## src/design/tkas_pkg.sv

```systemverilog
// tkas_pkg: shared constants, item types and snapshot type for the top-k altitude selector
// no dependencies
`timescale 1ns / 1ps

package tkas_pkg;

    localparam int TOP_COUNT = 3;
    localparam int STAMP_W   = 16;
    localparam int ALT_W     = 12;
    localparam int HEIGHT_W  = ALT_W - 1;
    localparam int RANK_W    = 3;
    localparam int IDX_W     = (TOP_COUNT > 1) ? $clog2(TOP_COUNT) : 1;

    localparam logic [IDX_W-1:0] LAST_IDX = IDX_W'(TOP_COUNT - 1);

    typedef struct packed {
        logic [STAMP_W-1:0]      stamp;
        logic signed [ALT_W-1:0] altitude;
        logic                    set_end;
    } t_in_item;

    typedef struct packed {
        logic [RANK_W-1:0]  rank;
        logic [STAMP_W-1:0] best_stamp;
        logic               final_res;
    } t_out_item;

    typedef logic [TOP_COUNT-1:0][STAMP_W-1:0] t_snap;

    typedef struct packed {
        logic     step;
        t_in_item rec;
    } t_store_cmd;

endpackage

```

## src/design/top_k_altitude_selector_unit.sv

```systemverilog
// top_k_altitude_selector_unit: input register, ranked store and result sender
// depends on tkas_pkg, tkas_store, tkas_emit
// flow: an accepted item waits in the input register, then is ranked in the store;
// a set end passes the ranking to the result sender, which sends it in rank order
// throughput: one item per cycle unless o_stall is raised; a set-end item holds the
// result sender until its TOP_COUNT results are taken, so a second set end stalls meanwhile
// reset: synchronous active low, empties input register, store and result sender
`timescale 1ns / 1ps

module top_k_altitude_selector_unit (
    input  logic                i_clk,
    input  logic                i_rst_n,
    input  logic                i_valid,
    output logic                o_stall,
    input  tkas_pkg::t_in_item  i_item,
    output logic                o_valid,
    input  logic                i_stall,
    output tkas_pkg::t_out_item o_result
);
    import tkas_pkg::*;

    logic       r_in_valid;
    logic       n_in_valid;
    t_in_item   r_in;
    logic       can_load;
    logic       proceed;
    logic       in_take;
    t_store_cmd cmd;
    t_snap      snap;

    assign proceed  = !r_in.set_end || can_load;
    assign o_stall  = r_in_valid && !proceed;
    assign in_take  = i_valid && !o_stall;
    assign cmd.step = r_in_valid && proceed;
    assign cmd.rec  = r_in;

    always_comb begin
        n_in_valid = r_in_valid;
        if (in_take) begin
            n_in_valid = 1'b1;
        end else if (cmd.step) begin
            n_in_valid = 1'b0;
        end
    end

    always_ff @(posedge i_clk) begin
        if (!i_rst_n) begin
            r_in_valid <= 1'b0;
        end else begin
            r_in_valid <= n_in_valid;
        end
    end

    always_ff @(posedge i_clk) begin
        if (in_take) begin
            r_in <= i_item;
        end
    end

    tkas_store u_store (
        .i_clk   (i_clk),
        .i_rst_n (i_rst_n),
        .i_cmd   (cmd),
        .o_snap  (snap)
    );

    tkas_emit u_emit (
        .i_clk      (i_clk),
        .i_rst_n    (i_rst_n),
        .i_load     (cmd.step && r_in.set_end),
        .i_snap     (snap),
        .o_can_load (can_load),
        .o_valid    (o_valid),
        .i_stall    (i_stall),
        .o_result   (o_result)
    );

endmodule

```

## src/design/tkas_store.sv

```systemverilog
// tkas_store: ranked store of the highest records with combinational compare and insert
// depends on tkas_pkg
`timescale 1ns / 1ps

module tkas_store (
    input  logic                i_clk,
    input  logic                i_rst_n,
    input  tkas_pkg::t_store_cmd i_cmd,
    output tkas_pkg::t_snap     o_snap
);
    import tkas_pkg::*;

    logic [STAMP_W-1:0]  r_stamp  [TOP_COUNT];
    logic [HEIGHT_W-1:0] r_height [TOP_COUNT];
    logic [TOP_COUNT-1:0] r_valid;

    logic [STAMP_W-1:0]  ins_stamp  [TOP_COUNT];
    logic [HEIGHT_W-1:0] ins_height [TOP_COUNT];
    logic [TOP_COUNT-1:0] ins_valid;
    logic [TOP_COUNT-1:0] beat;
    logic [HEIGHT_W-1:0]  height;

    // negative altitude counts as zero
    assign height = i_cmd.rec.altitude[ALT_W-1] ? '0 : i_cmd.rec.altitude[HEIGHT_W-1:0];

    // valid entries form a prefix with nonincreasing heights, so beat is monotone
    always_comb begin
        for (int i = 0; i < TOP_COUNT; i++) begin
            beat[i] = !r_valid[i] || (height > r_height[i]);
        end
        for (int i = 0; i < TOP_COUNT; i++) begin
            if (i > 0 && beat[(i > 0) ? i - 1 : 0]) begin
                ins_stamp[i]  = r_stamp[(i > 0) ? i - 1 : 0];
                ins_height[i] = r_height[(i > 0) ? i - 1 : 0];
                ins_valid[i]  = r_valid[(i > 0) ? i - 1 : 0];
            end else if (beat[i]) begin
                ins_stamp[i]  = i_cmd.rec.stamp;
                ins_height[i] = height;
                ins_valid[i]  = 1'b1;
            end else begin
                ins_stamp[i]  = r_stamp[i];
                ins_height[i] = r_height[i];
                ins_valid[i]  = r_valid[i];
            end
            o_snap[i] = ins_valid[i] ? ins_stamp[i] : '0;
        end
    end

    always_ff @(posedge i_clk) begin
        if (!i_rst_n) begin
            r_valid <= '0;
        end else if (i_cmd.step) begin
            r_valid <= i_cmd.rec.set_end ? '0 : ins_valid;
        end
    end

    always_ff @(posedge i_clk) begin
        if (i_cmd.step) begin
            for (int i = 0; i < TOP_COUNT; i++) begin
                r_stamp[i]  <= ins_stamp[i];
                r_height[i] <= ins_height[i];
            end
        end
    end

`ifndef SYNTH
    a_prefix: assert property (@(posedge i_clk) disable iff (!i_rst_n)
        !r_valid[0] |-> r_valid == '0)
        else $error("store valid bits not a prefix");
    a_clear: assert property (@(posedge i_clk) disable iff (!i_rst_n)
        (i_cmd.step && i_cmd.rec.set_end) |=> r_valid == '0)
        else $error("store not cleared after set end");
    a_grow: assert property (@(posedge i_clk) disable iff (!i_rst_n)
        (i_cmd.step && !i_cmd.rec.set_end) |=> r_valid[0])
        else $error("store empty after a record");
`endif

endmodule

```

## src/design/tkas_emit.sv

```systemverilog
// tkas_emit: holds the ranking snapshot of a finished set and sends one result item per rank
// depends on tkas_pkg
`timescale 1ns / 1ps

module tkas_emit (
    input  logic                i_clk,
    input  logic                i_rst_n,
    input  logic                i_load,
    input  tkas_pkg::t_snap     i_snap,
    output logic                o_can_load,
    output logic                o_valid,
    input  logic                i_stall,
    output tkas_pkg::t_out_item o_result
);
    import tkas_pkg::*;

    logic             r_busy;
    logic             n_busy;
    logic [IDX_W-1:0] r_idx;
    logic [IDX_W-1:0] n_idx;
    t_snap            r_snap;
    logic             out_take;

    assign out_take   = r_busy && !i_stall;
    assign o_can_load = !r_busy || (out_take && r_idx == LAST_IDX);

    always_comb begin
        n_busy = r_busy;
        n_idx  = r_idx;
        if (i_load) begin
            n_busy = 1'b1;
            n_idx  = '0;
        end else if (out_take) begin
            if (r_idx == LAST_IDX) begin
                n_busy = 1'b0;
            end else begin
                n_idx = r_idx + 1'b1;
            end
        end
    end

    always_ff @(posedge i_clk) begin
        if (!i_rst_n) begin
            r_busy <= 1'b0;
            r_idx  <= '0;
        end else begin
            r_busy <= n_busy;
            r_idx  <= n_idx;
        end
    end

    always_ff @(posedge i_clk) begin
        if (i_load) begin
            r_snap <= i_snap;
        end
    end

    assign o_valid             = r_busy;
    assign o_result.rank       = RANK_W'(r_idx);
    assign o_result.best_stamp = r_snap[r_idx];
    assign o_result.final_res  = (r_idx == LAST_IDX);

`ifndef SYNTH
    a_idx_range: assert property (@(posedge i_clk) disable iff (!i_rst_n)
        r_busy |-> r_idx <= LAST_IDX)
        else $error("rank index past last slot");
    a_load_start: assert property (@(posedge i_clk) disable iff (!i_rst_n)
        i_load |=> r_busy && r_idx == '0)
        else $error("load did not restart at rank zero");
    a_load_ok: assert property (@(posedge i_clk) disable iff (!i_rst_n)
        i_load |-> o_can_load)
        else $error("snapshot loaded over a run in progress");
    a_done: assert property (@(posedge i_clk) disable iff (!i_rst_n)
        (out_take && r_idx == LAST_IDX && !i_load) |=> !r_busy)
        else $error("still busy after final item");
`endif

endmodule

```

## config.mk

```make
export PLATFORM = sky130hd
export DESIGN_NAME = top_k_altitude_selector_unit
export DESIGN_NICKNAME = d
export VERILOG_FILES = /design/src/design/tkas_pkg.sv /design/src/design/top_k_altitude_selector_unit.sv /design/src/design/tkas_store.sv /design/src/design/tkas_emit.sv
export SDC_FILE = /design/constraint.sdc
export NUM_CORES = 1
export LEC_CHECK = 0
export CAP_MARGIN = 20
export CORE_MARGIN = 2
export CORE_UTILIZATION = 50
export DETAILED_ROUTE_END_ITERATION = 7
export DONT_BUFFER_PORTS = 1
export MAX_ROUTING_LAYER = met4
export SLEW_MARGIN = 20
export SYNTH_ARGS = -nofsm -noshare
export SYNTH_HDL_FRONTEND = slang
export SYNTH_SLANG_ARGS = --single-unit
```

## constraint.sdc

```tcl
create_clock -name i_clk -period 6.2 [get_ports i_clk]
set_input_delay 0.31 -clock i_clk [delete_from_list [all_inputs] [get_ports i_clk]]
set_output_delay 0.31 -clock i_clk [all_outputs]
set_load 0.005 [all_outputs]
```

Word level (Yosys, flattened, before mapping)
Memories as Yosys holds them, arrays and structs flattened.
Cells that the tools add are included.
- output and inout bits: 22
- bits in registers: 84
- logic and storage cells: 71
- memories kept: 2
- bits in writable memories: 81
- memories (memory ; depth ; bits a word ; rd ports ; clocked after Yosys merged registers in ; wr ports ; RTL line ; text):
    u_store.r_stamp ; 3 ; 16 ; 3 ; 0 ; 3 ; tkas_store.sv:13 ; logic [STAMP_W-1:0] r_stamp [TOP_COUNT];
    u_store.r_height ; 3 ; 11 ; 3 ; 0 ; 3 ; tkas_store.sv:14 ; logic [HEIGHT_W-1:0] r_height [TOP_COUNT];
- add/subtract/negate cells: 1
- eq/ne operators: 1
- reduce and logical (&&, ||, !) cells: 25
- muxes and demuxes: 26
- bitwise logic cells: 2
- order comparisons: 4
- operators by type and width (kind ; count):
    2-to-1 mux 16 bit ; 6
    2-to-1 mux 11 bit ; 6
    > comparator 11 bit ; 3
    binary-select mux 16 bit (select 2 bit) ; 1
    2-to-1 mux 1 bit ; 12
    logical NOT 1 bit ; 8
    logical AND 1 bit ; 6
    nonzero test 2 bit ; 3
    logical OR 1 bit ; 5
    AND reduction 2 bit ; 2
    less-than comparator 2 x 3 -> 1 bit (second input constant) ; 1
    2-to-1 mux 3 bit ; 1
    adder 2 x 1 -> 2 bit (second input constant) ; 1
    == test 2 bit (second input constant) ; 1
    inverter 1 bit ; 2
    OR reduction 2 bit ; 1

Logic depth before layout (Yosys ltp)
Gate-level depths: netlist (run 1).
- depth after elaboration: 10
- gate-level depth with buffers: 15
- mapped depth without buffers: 9

Hierarchy
Synthesis (run 1) repeated with hierarchy kept, for this count alone.
- cell total of the unflattened synthesis: 649
- area total of the unflattened synthesis: 8265.4 µm²
- by module, submodules not included (module ; area each (µm²) ; cells each ; instances ; sequential area each (µm²)):
    tkas_store ; 5292.6 ; 492 ; 1 ; 2492.4
    tkas_emit ; 2042.0 ; 121 ; 1 ; 1501.4
    top_k_altitude_selector_unit ; 930.9 ; 36 ; 1 ; 890.9

Worst setup path before layout (run 1)
Ideal clock, no wire load.
- path type: register to register
- start point: reg u_emit.r_idx[0]
- end point: reg u_emit.r_snap[0] (netlist bit) (enable)
- cell stages (with the launch flop): 9
- path buffers: 2
- arrival time: 3675 ps
- library setup time: 454 ps
- path slack: 2072 ps
- path through: dfxtp_1 -> clkbuf_1 -> clkbuf_1 -> inv_1 -> ha_1 -> inv_1 -> o21ai_0 -> o21ai_1 -> nor2_1
- RTL lines (what ; RTL line ; text):
    start, declared ; tkas_emit.sv:19 ; logic [IDX_W-1:0] r_idx;
    start signal, assigned ; tkas_emit.sv:48 ; r_idx <= n_idx;
    end signal, assigned ; tkas_emit.sv:54 ; r_snap <= i_snap;
    end, declared ; tkas_emit.sv:21 ; t_snap r_snap;

==> metrics.txt, run 1 <==
outcome completed; Sw Pwr 0.000592 W; period utilization 67.2%; internal power slightly below 0.002 W; HP Start i_rst_n; leakage 3.23 nW; Sink Count 165; post-synthesis cell type count 51; post-DP HPWL 11200 um; Core ar. 16000 um^2; Crit Reg-Reg Startpoint cmd[12]; DRT Pass-1 Iters 4; sw frac between 20 and 25%; R2R setup slack 2030 ps; Setup TNS 0 ps; CTS Buffer Depth 2; CP max-delay cell edfxtp_1; largest net degree at the start of global routing 49; Setup crit end kind flop; # H-tree levels 4; RSZ-0062 raised after global routing false; Area Growth Syn to Fin 11.9%; CTS tree built; Hold Vio Cnt, Final 0; Die Span X 132 um; Setup-failing EPs final 0; Syn Area/Cell 12.5 um^2; PortBufs 0; Hold Path Class primary input to flop; Worst Hold Depth 1; Setup WS post-layout 2030 ps; grt ovf 0; required time of the worst setup path approximately 6400 ps; Post-route DRC 0; syn nets 720; fin nets between 700 and 800; Synth warnings 0; CP Launch Type flop; kind of cell adding the most delay to the critical path simple AND/OR/NAND/NOR gates; Die Y 132 um; Final ANT Viol Nets 0; I/O pins 55; largest fanout on the critical path 48; combinational share of power 9.2%; Synth top area share a little under three fifths; CP bufs+invs 2; postcts setup bufs 0; Worst slew margin 33.8%; ys flop type edfxtp_1; hold slack 37.3 ps; clock power share roughly two fifths; GRT Total Usage ~22%; sequential area share after synthesis 59.3%; GP Congestion 0.817; sequential power share between 50% and 60%; final instance area 9230 um^2; power per cell area ~280 nW/um^2; cell chain of the critical path nor2b_1 > ha_1 > nor2b_1 > o211ai_1 > a211oi_2 > o21ai_1 > a221oi_2 > buf_4 > nand2b_4 > buf_4 > mux2_2; Avg WL per Cell 20.1 um; Synth Register Bits 165; Yosys top cell by area edfxtp_1; vias per inst 5.83; vias in the first global route 5197; clk slew on worst S/H paths 60 ps; vias between 5000 and 6000; WL final approximately 18000 um; num rows 46; CTS Buf Count 17; top cells by area, synth edfxtp_1 (58%), mux2_2 (5.2%), ha_1 (4.3%), mux2i_1 (3.9%), o21ai_0 (3.8%); Cells after Synth around 660; first-pass GRT wire length 28400 um; WS Path Type flop to flop; die footprint ~18000 um^2; starting density of the core just over 50%; Critical Path Max Stage Delay 750 ps; Root Driver clkbuf_16; Final Critical Period 4170 ps; number of DRC markers in iteration 0 roughly 530; ys async rst share 0%; initial antenna violation count 0; Final Max Tran Viols 0; area occupied by multi-input gates a little under 3000 um^2; Max Cap Violations 0; n_diodes 0; placed instance area 8360 um^2; Max Clock Skew 12.4 ps; Worst Path Arrival 4330 ps; Post-synth EDFFs 158; clock latency on the worst-skew pair about 420 ps; Worst Hold End u_store.r_valid[2]; Post-Syn Area 8240 um^2; FMAX roughly 240 MHz; Max rail drop VDD 0.194 mV; final core occ approximately 58%; slew of the pin with the lowest slew margin 986 ps; layout cells sized above 1 13.1%; setup slack at placement 1720 ps; Filler Cell Count 1339; R2R depth 11; RR Endpoint u_store.r_stamp[0][0]; Sequential cell area 4880 um^2
## worst register-to-register path: stages, from the launching register on
cell	delay [ps]
edfxtp_1	750
nor2b_1	260
ha_1	360
nor2b_1	130
o211ai_1	110
a211oi_2	230
o21ai_1	100
a221oi_2	250
buf_4	310
nand2b_4	590
buf_4	450
mux2_2	390
## synthesized netlist by cell type (3+ instances only)
| cell type | count |
|---|---|
| edfxtp_1 | 158 |
| o21ai_0 | 63 |
| nand2_1 | 55 |
| nor2_1 | 41 |
| mux2_2 | 38 |
| inv_1 | 37 |
| mux2i_1 | 32 |
| ha_1 | 28 |
| a21oi_1 | 23 |
| clkbuf_1 | 18 |
| nor3b_1 | 18 |
| o2bb2ai_1 | 18 |
| a311oi_1 | 16 |
| nor2b_1 | 16 |
| o21ai_1 | 8 |
| buf_4 | 7 |
| dfxtp_1 | 7 |
| buf_2 | 6 |
| buf_6 | 6 |
| nand2b_1 | 6 |
| nand3_1 | 5 |
| a21o_1 | 4 |
| nand4_1 | 4 |
| o21a_1 | 4 |
| a211oi_1 | 3 |
| a21boi_0 | 3 |
| mux2_4 | 3 |
| nor3_1 | 3 |
## per-layer routing
| metal | vias up | part of all wire [%] | GRT usage [%] |
|---|---|---|---|
| met1 | 2620 | 46 | 29.5 |
| met3 | 17 | 5.4 | 5.15 |
| li1 | 2497 | - | - |
| met5 | - | 0 | - |
| met2 | 169 | 48 | 34.4 |
| met4 | 0 | 0.86 | 5.02 |
## metrics by stage
step,cells,power [W]
2_1_floorplan,659,0.00151
3_3_place_gp,847,0.00156
3_5_place_dp,847,0.00157
4_1_cts,909,0.00259
5_1_grt,910,0.00266
6_report,910,0.00257
## cell type report
cell class,instances,area share (%)
clock buffer,23,4.85
clock inverter,9,1.13
inverter,38,1.57
multi-input combinational,417,32.3
sequential,165,52.9
tap,216,2.93
timing repair buffer,42,4.26
## placed cells by master (no fill, tap or decap), drive strengths merged, types with 16 or more instances in the layout
| cell | synthesis | layout |
|---|---|---|
| a21oi | 23 | 23 |
| a311oi | 16 | 16 |
| clkbuf | 18 | 23 |
| dlygate4sd3 | 0 | 31 |
| edfxtp | 158 | 158 |
| ha | 28 | 28 |
| inv | 38 | 39 |
| mux2 | 41 | 41 |
| mux2i | 32 | 32 |
| nand2 | 55 | 55 |
| nor2 | 41 | 41 |
| nor2b | 17 | 17 |
| nor3b | 18 | 18 |
| o21ai | 71 | 71 |
| o2bb2ai | 19 | 19 |
## cell families (layout without fill, tap and decap cells)
kind of cell               count (synthesis)  count (layout)  share of synthesized area, %
AOI/OAI and AO/OA                        155             155                          12.0
DFF                                      165             165                          59.3
and+or+nand+nor                          155             155                          9.26
adders and majority gates                 30              30                          4.49
other                                      1               1                        0.0455
xor gates and xnor gates                   3               3                         0.410
buffers and inverters                     77             112                          4.89
muxes                                     73              73                          9.62
## how the worst max path moves through the flow
stage                         start                    end  slack, ps  cells after the start
global route                cmd[12]  u_store.r_stamp[0][1]       1760                     11
floorplan           u_emit.r_idx[0]       u_emit.r_snap[0]       2070                      8
detailed placement          cmd[12]  u_store.r_stamp[0][0]       1720                     11
global placement            cmd[12]       u_emit.r_snap[6]       1810                     11
CTS                         cmd[12]  u_store.r_stamp[0][0]       1690                     11
finish                      cmd[12]  u_store.r_stamp[0][0]       2030                     11
## flip-flops by register name, summed over array words and instances, names as in the netlist
signal,flops
u_emit.r_idx,2
u_emit.o_valid,1
u_store.r_stamp,48
u_store.r_valid,3
cmd,29
r_in_valid,1
u_store.r_height,33
u_emit.r_snap,48
## repair_timing
item / in CTS / in global routing
hold endpoints to repair: 30 / 1
gates resized for setup: 0 / 0
hold buffers: 30 / 1
## power groups by stage
| stage | combinational [W] | clock, W | sequential, W |
|---|---|---|---|
| final | 0.000238 | 0.00101 | 0.00132 |
| after global routing | 0.000263 | 0.00107 | 0.00133 |
| after CTS | 0.000238 | 0.00102 | 0.00132 |
| after detailed placement | 0.000222 | 0 | 0.00135 |
| after global placement | 0.000214 | 0 | 0.00135 |
| after floorplan | 0.000178 | 0 | 0.00133 |
Power figures use the tool's default switching activity.
==> run 2, diff against run 1 <==
--- a/config.mk
+++ b/config.mk
@@ -11,6 +11,7 @@
 export DETAILED_ROUTE_END_ITERATION = 7
 export DONT_BUFFER_PORTS = 1
 export MAX_ROUTING_LAYER = met4
+export PLACE_DENSITY = 0.68
 export SLEW_MARGIN = 20
 export SYNTH_ARGS = -nofsm -noshare
 export SYNTH_HDL_FRONTEND = slang
==> constraint.sdc (replaced) <==
create_clock -name i_clk -period 3.35 [get_ports i_clk]
set_input_delay 0.1675 -clock i_clk [delete_from_list [all_inputs] [get_ports i_clk]]
set_output_delay 0.1675 -clock i_clk [all_outputs]
set_load 0.005 [all_outputs]
==> run 2 against run 1 <==
Hold slack improved by 69 ps. Largest power group unchanged. Sequential cell count unchanged. Clock skew decreased by 5.9 ps. Largest cell class unchanged. Critical path type unchanged. Sequential share of layout area decreased by 1.2 points. Critical path depth unchanged. Global-route usage decreased by 0.39 points.
==> metrics.txt, run 2 (synthesis gave the netlist of run 1 again) <==
outcome completed; internal power roughly 0.0037 W; Filler Cell Count around 1300; layout cells sized above 1 between 10% and 20%; num rows 46; vias per inst 5.84; slew of the pin with the lowest slew margin 855 ps; clock power share 39.8%; Setup TNS 0 ps; setup slack at placement 216 ps; Hold Path Class primary input to flop; RSZ-0062 raised after global routing false; leakage 3.34 nW; most frequent cells in the layout edfxtp_1 (158), o21ai_0 (63), nand2_1 (55); sw frac 22.8%; final instance area 9450 um^2; PortBufs 0; Crit Reg-Reg Startpoint cmd[12]; Sink Count 165; Worst Path Arrival between 3000 and 4000 ps; Setup WS post-layout 242 ps; clk slew on worst S/H paths around 60 ps; first-pass GRT wire length 28600 um; Final ANT Viol Nets 0; Core ar. 16000 um^2; Total Power roughly 0.0048 W; vias in the first global route 5415; Max Cap Violations 0; post-DP HPWL 11100 um; Placed Cells between 800 and 900; HP Start i_stall; I/O pins 55; CP Launch Type flop; Root Driver clkbuf_16; Worst Hold Depth 2; starting density of the core 51.5%; sequential power share between 50% and 60%; Setup crit end kind flop; n_diodes 0; most common cell after layout, fill and taps aside edfxtp_1; Die Y 132 um; FMAX 322 MHz; number of DRC markers in iteration 0 529; period utilization 92.8%; Final Critical Period 3110 ps; Area Growth Syn to Fin 14.6%; combinational share of power approximately 9.7%; GP Congestion 0.796; Worst Hold End u_emit.o_valid; Post-route DRC 0; Max Clock Skew 6.49 ps; die footprint ~18000 um^2; vias around 5400; grt ovf 0; Sequential cell area 4880 um^2; Avg WL per Cell 19.1 um; non-filler cells, final between 900 and 1000; fin nets 761; clock latency on the worst-skew pair roughly 430 ps; Worst slew margin 42.7%; placed instance area 8550 um^2; largest fanout on the critical path 37; initial antenna violation count 0; Die Span X 132 um; CTS Buffer Depth 2; largest net degree at the start of global routing 49; R2R setup slack 240 ps; # H-tree levels 4; required time of the worst setup path 3530 ps; Regs by FF count u_emit.r_snap: 48 flops, u_store.r_stamp: 48 flops, u_store.r_height: 33 flops; Final Max Tran Viols 0; R2R depth 11; area occupied by multi-input gates 2990 um^2; CTS Buf Count 17; Setup-failing EPs final 0; Max rail drop VDD 0.379 mV; WL final roughly 18000 um; Hold Vio Cnt, Final 0; GRT Total Usage 21.6%; DRT Pass-1 Iters 5; RR Endpoint u_store.r_stamp[0][8]; CTS tree built; Sw Pwr roughly 0.0011 W; WS Path Type flop to flop; power per cell area around 510 nW/um^2
[run 2: per-stage QoR]
| stage | hold slack, ps | util [%] |
|---|---|---|
| 3_3_place_gp | 266 | 53.5 |
| 6_report | 106 | 59.1 |
| 5_1_grt | 143 | 59.1 |
| 3_5_place_dp | 266 | 53.5 |
| 4_1_cts | 83.2 | 59.0 |
| 2_1_floorplan | 266 | - |
[run 2: final cells by class]
type,instances,share of cell area [%]
clock buffer,18,4.54
clock inverter,13,1.48
inverter,38,1.58
multi-input combinational,417,31.6
sequential,165,51.7
tap,216,2.86
timing repair buffer,61,6.22
[run 2: worst max-delay path by stage]
stage	to	slack [ps]	startpoint	cells past startpoint
after floorplan	u_store.r_height[0][11]	20	u_emit.r_idx[0]	9
after global placement	u_emit.r_snap[7]	360	cmd[12]	11
after detailed placement	u_store.r_stamp[0][26]	220	cmd[12]	10
after CTS	u_emit.r_snap[37]	180	cmd[12]	9
after global routing	u_store.r_stamp[0][8]	50	cmd[12]	11
final	u_store.r_stamp[0][8]	240	cmd[12]	11
[run 2: power groups by stage]
stage | sequential (W) | combinational (W) | clock (W)
after floorplan | 0.00247 | 0.000331 | 0
after global placement | 0.00248 | 0.000414 | 0
after detailed placement | 0.00249 | 0.000432 | 0
after CTS | 0.00244 | 0.000466 | 0.00195
after global routing | 0.00246 | 0.000515 | 0.00204
final | 0.00245 | 0.000468 | 0.00192
[run 2: per-layer routing]
layer / part of all wire, % / GRT usage (%) / wire [um]
met5: 0 / - / 0
met2: 49 / 34.8 / 8680
met3: 4.7 / 4.19 / 833
met1: 44 / 27.4 / 7800
met4: 2.3 / 8.12 / 399
[run 2: worst max-delay path, cell delays in order, from the launching register on]
cell and delay, ps:
edfxtp_1 500, buf_4 250, nor2b_1 60, buf_4 160, ha_1 270, o21ai_1 100
a211oi_2 160, o21ai_1 100, a221oi_2 290, nand2b_2 340, buf_12 250, mux2_2 360
[run 2: timing repair]
action / 4_1_cts / 5_1_grt
setup endpoints to repair: 0 / 14
endpoints found under the hold margin: 36 / 0
setup buffers: 0 / 0
hold buffers: 32 / 0
resized for setup: 0 / 2
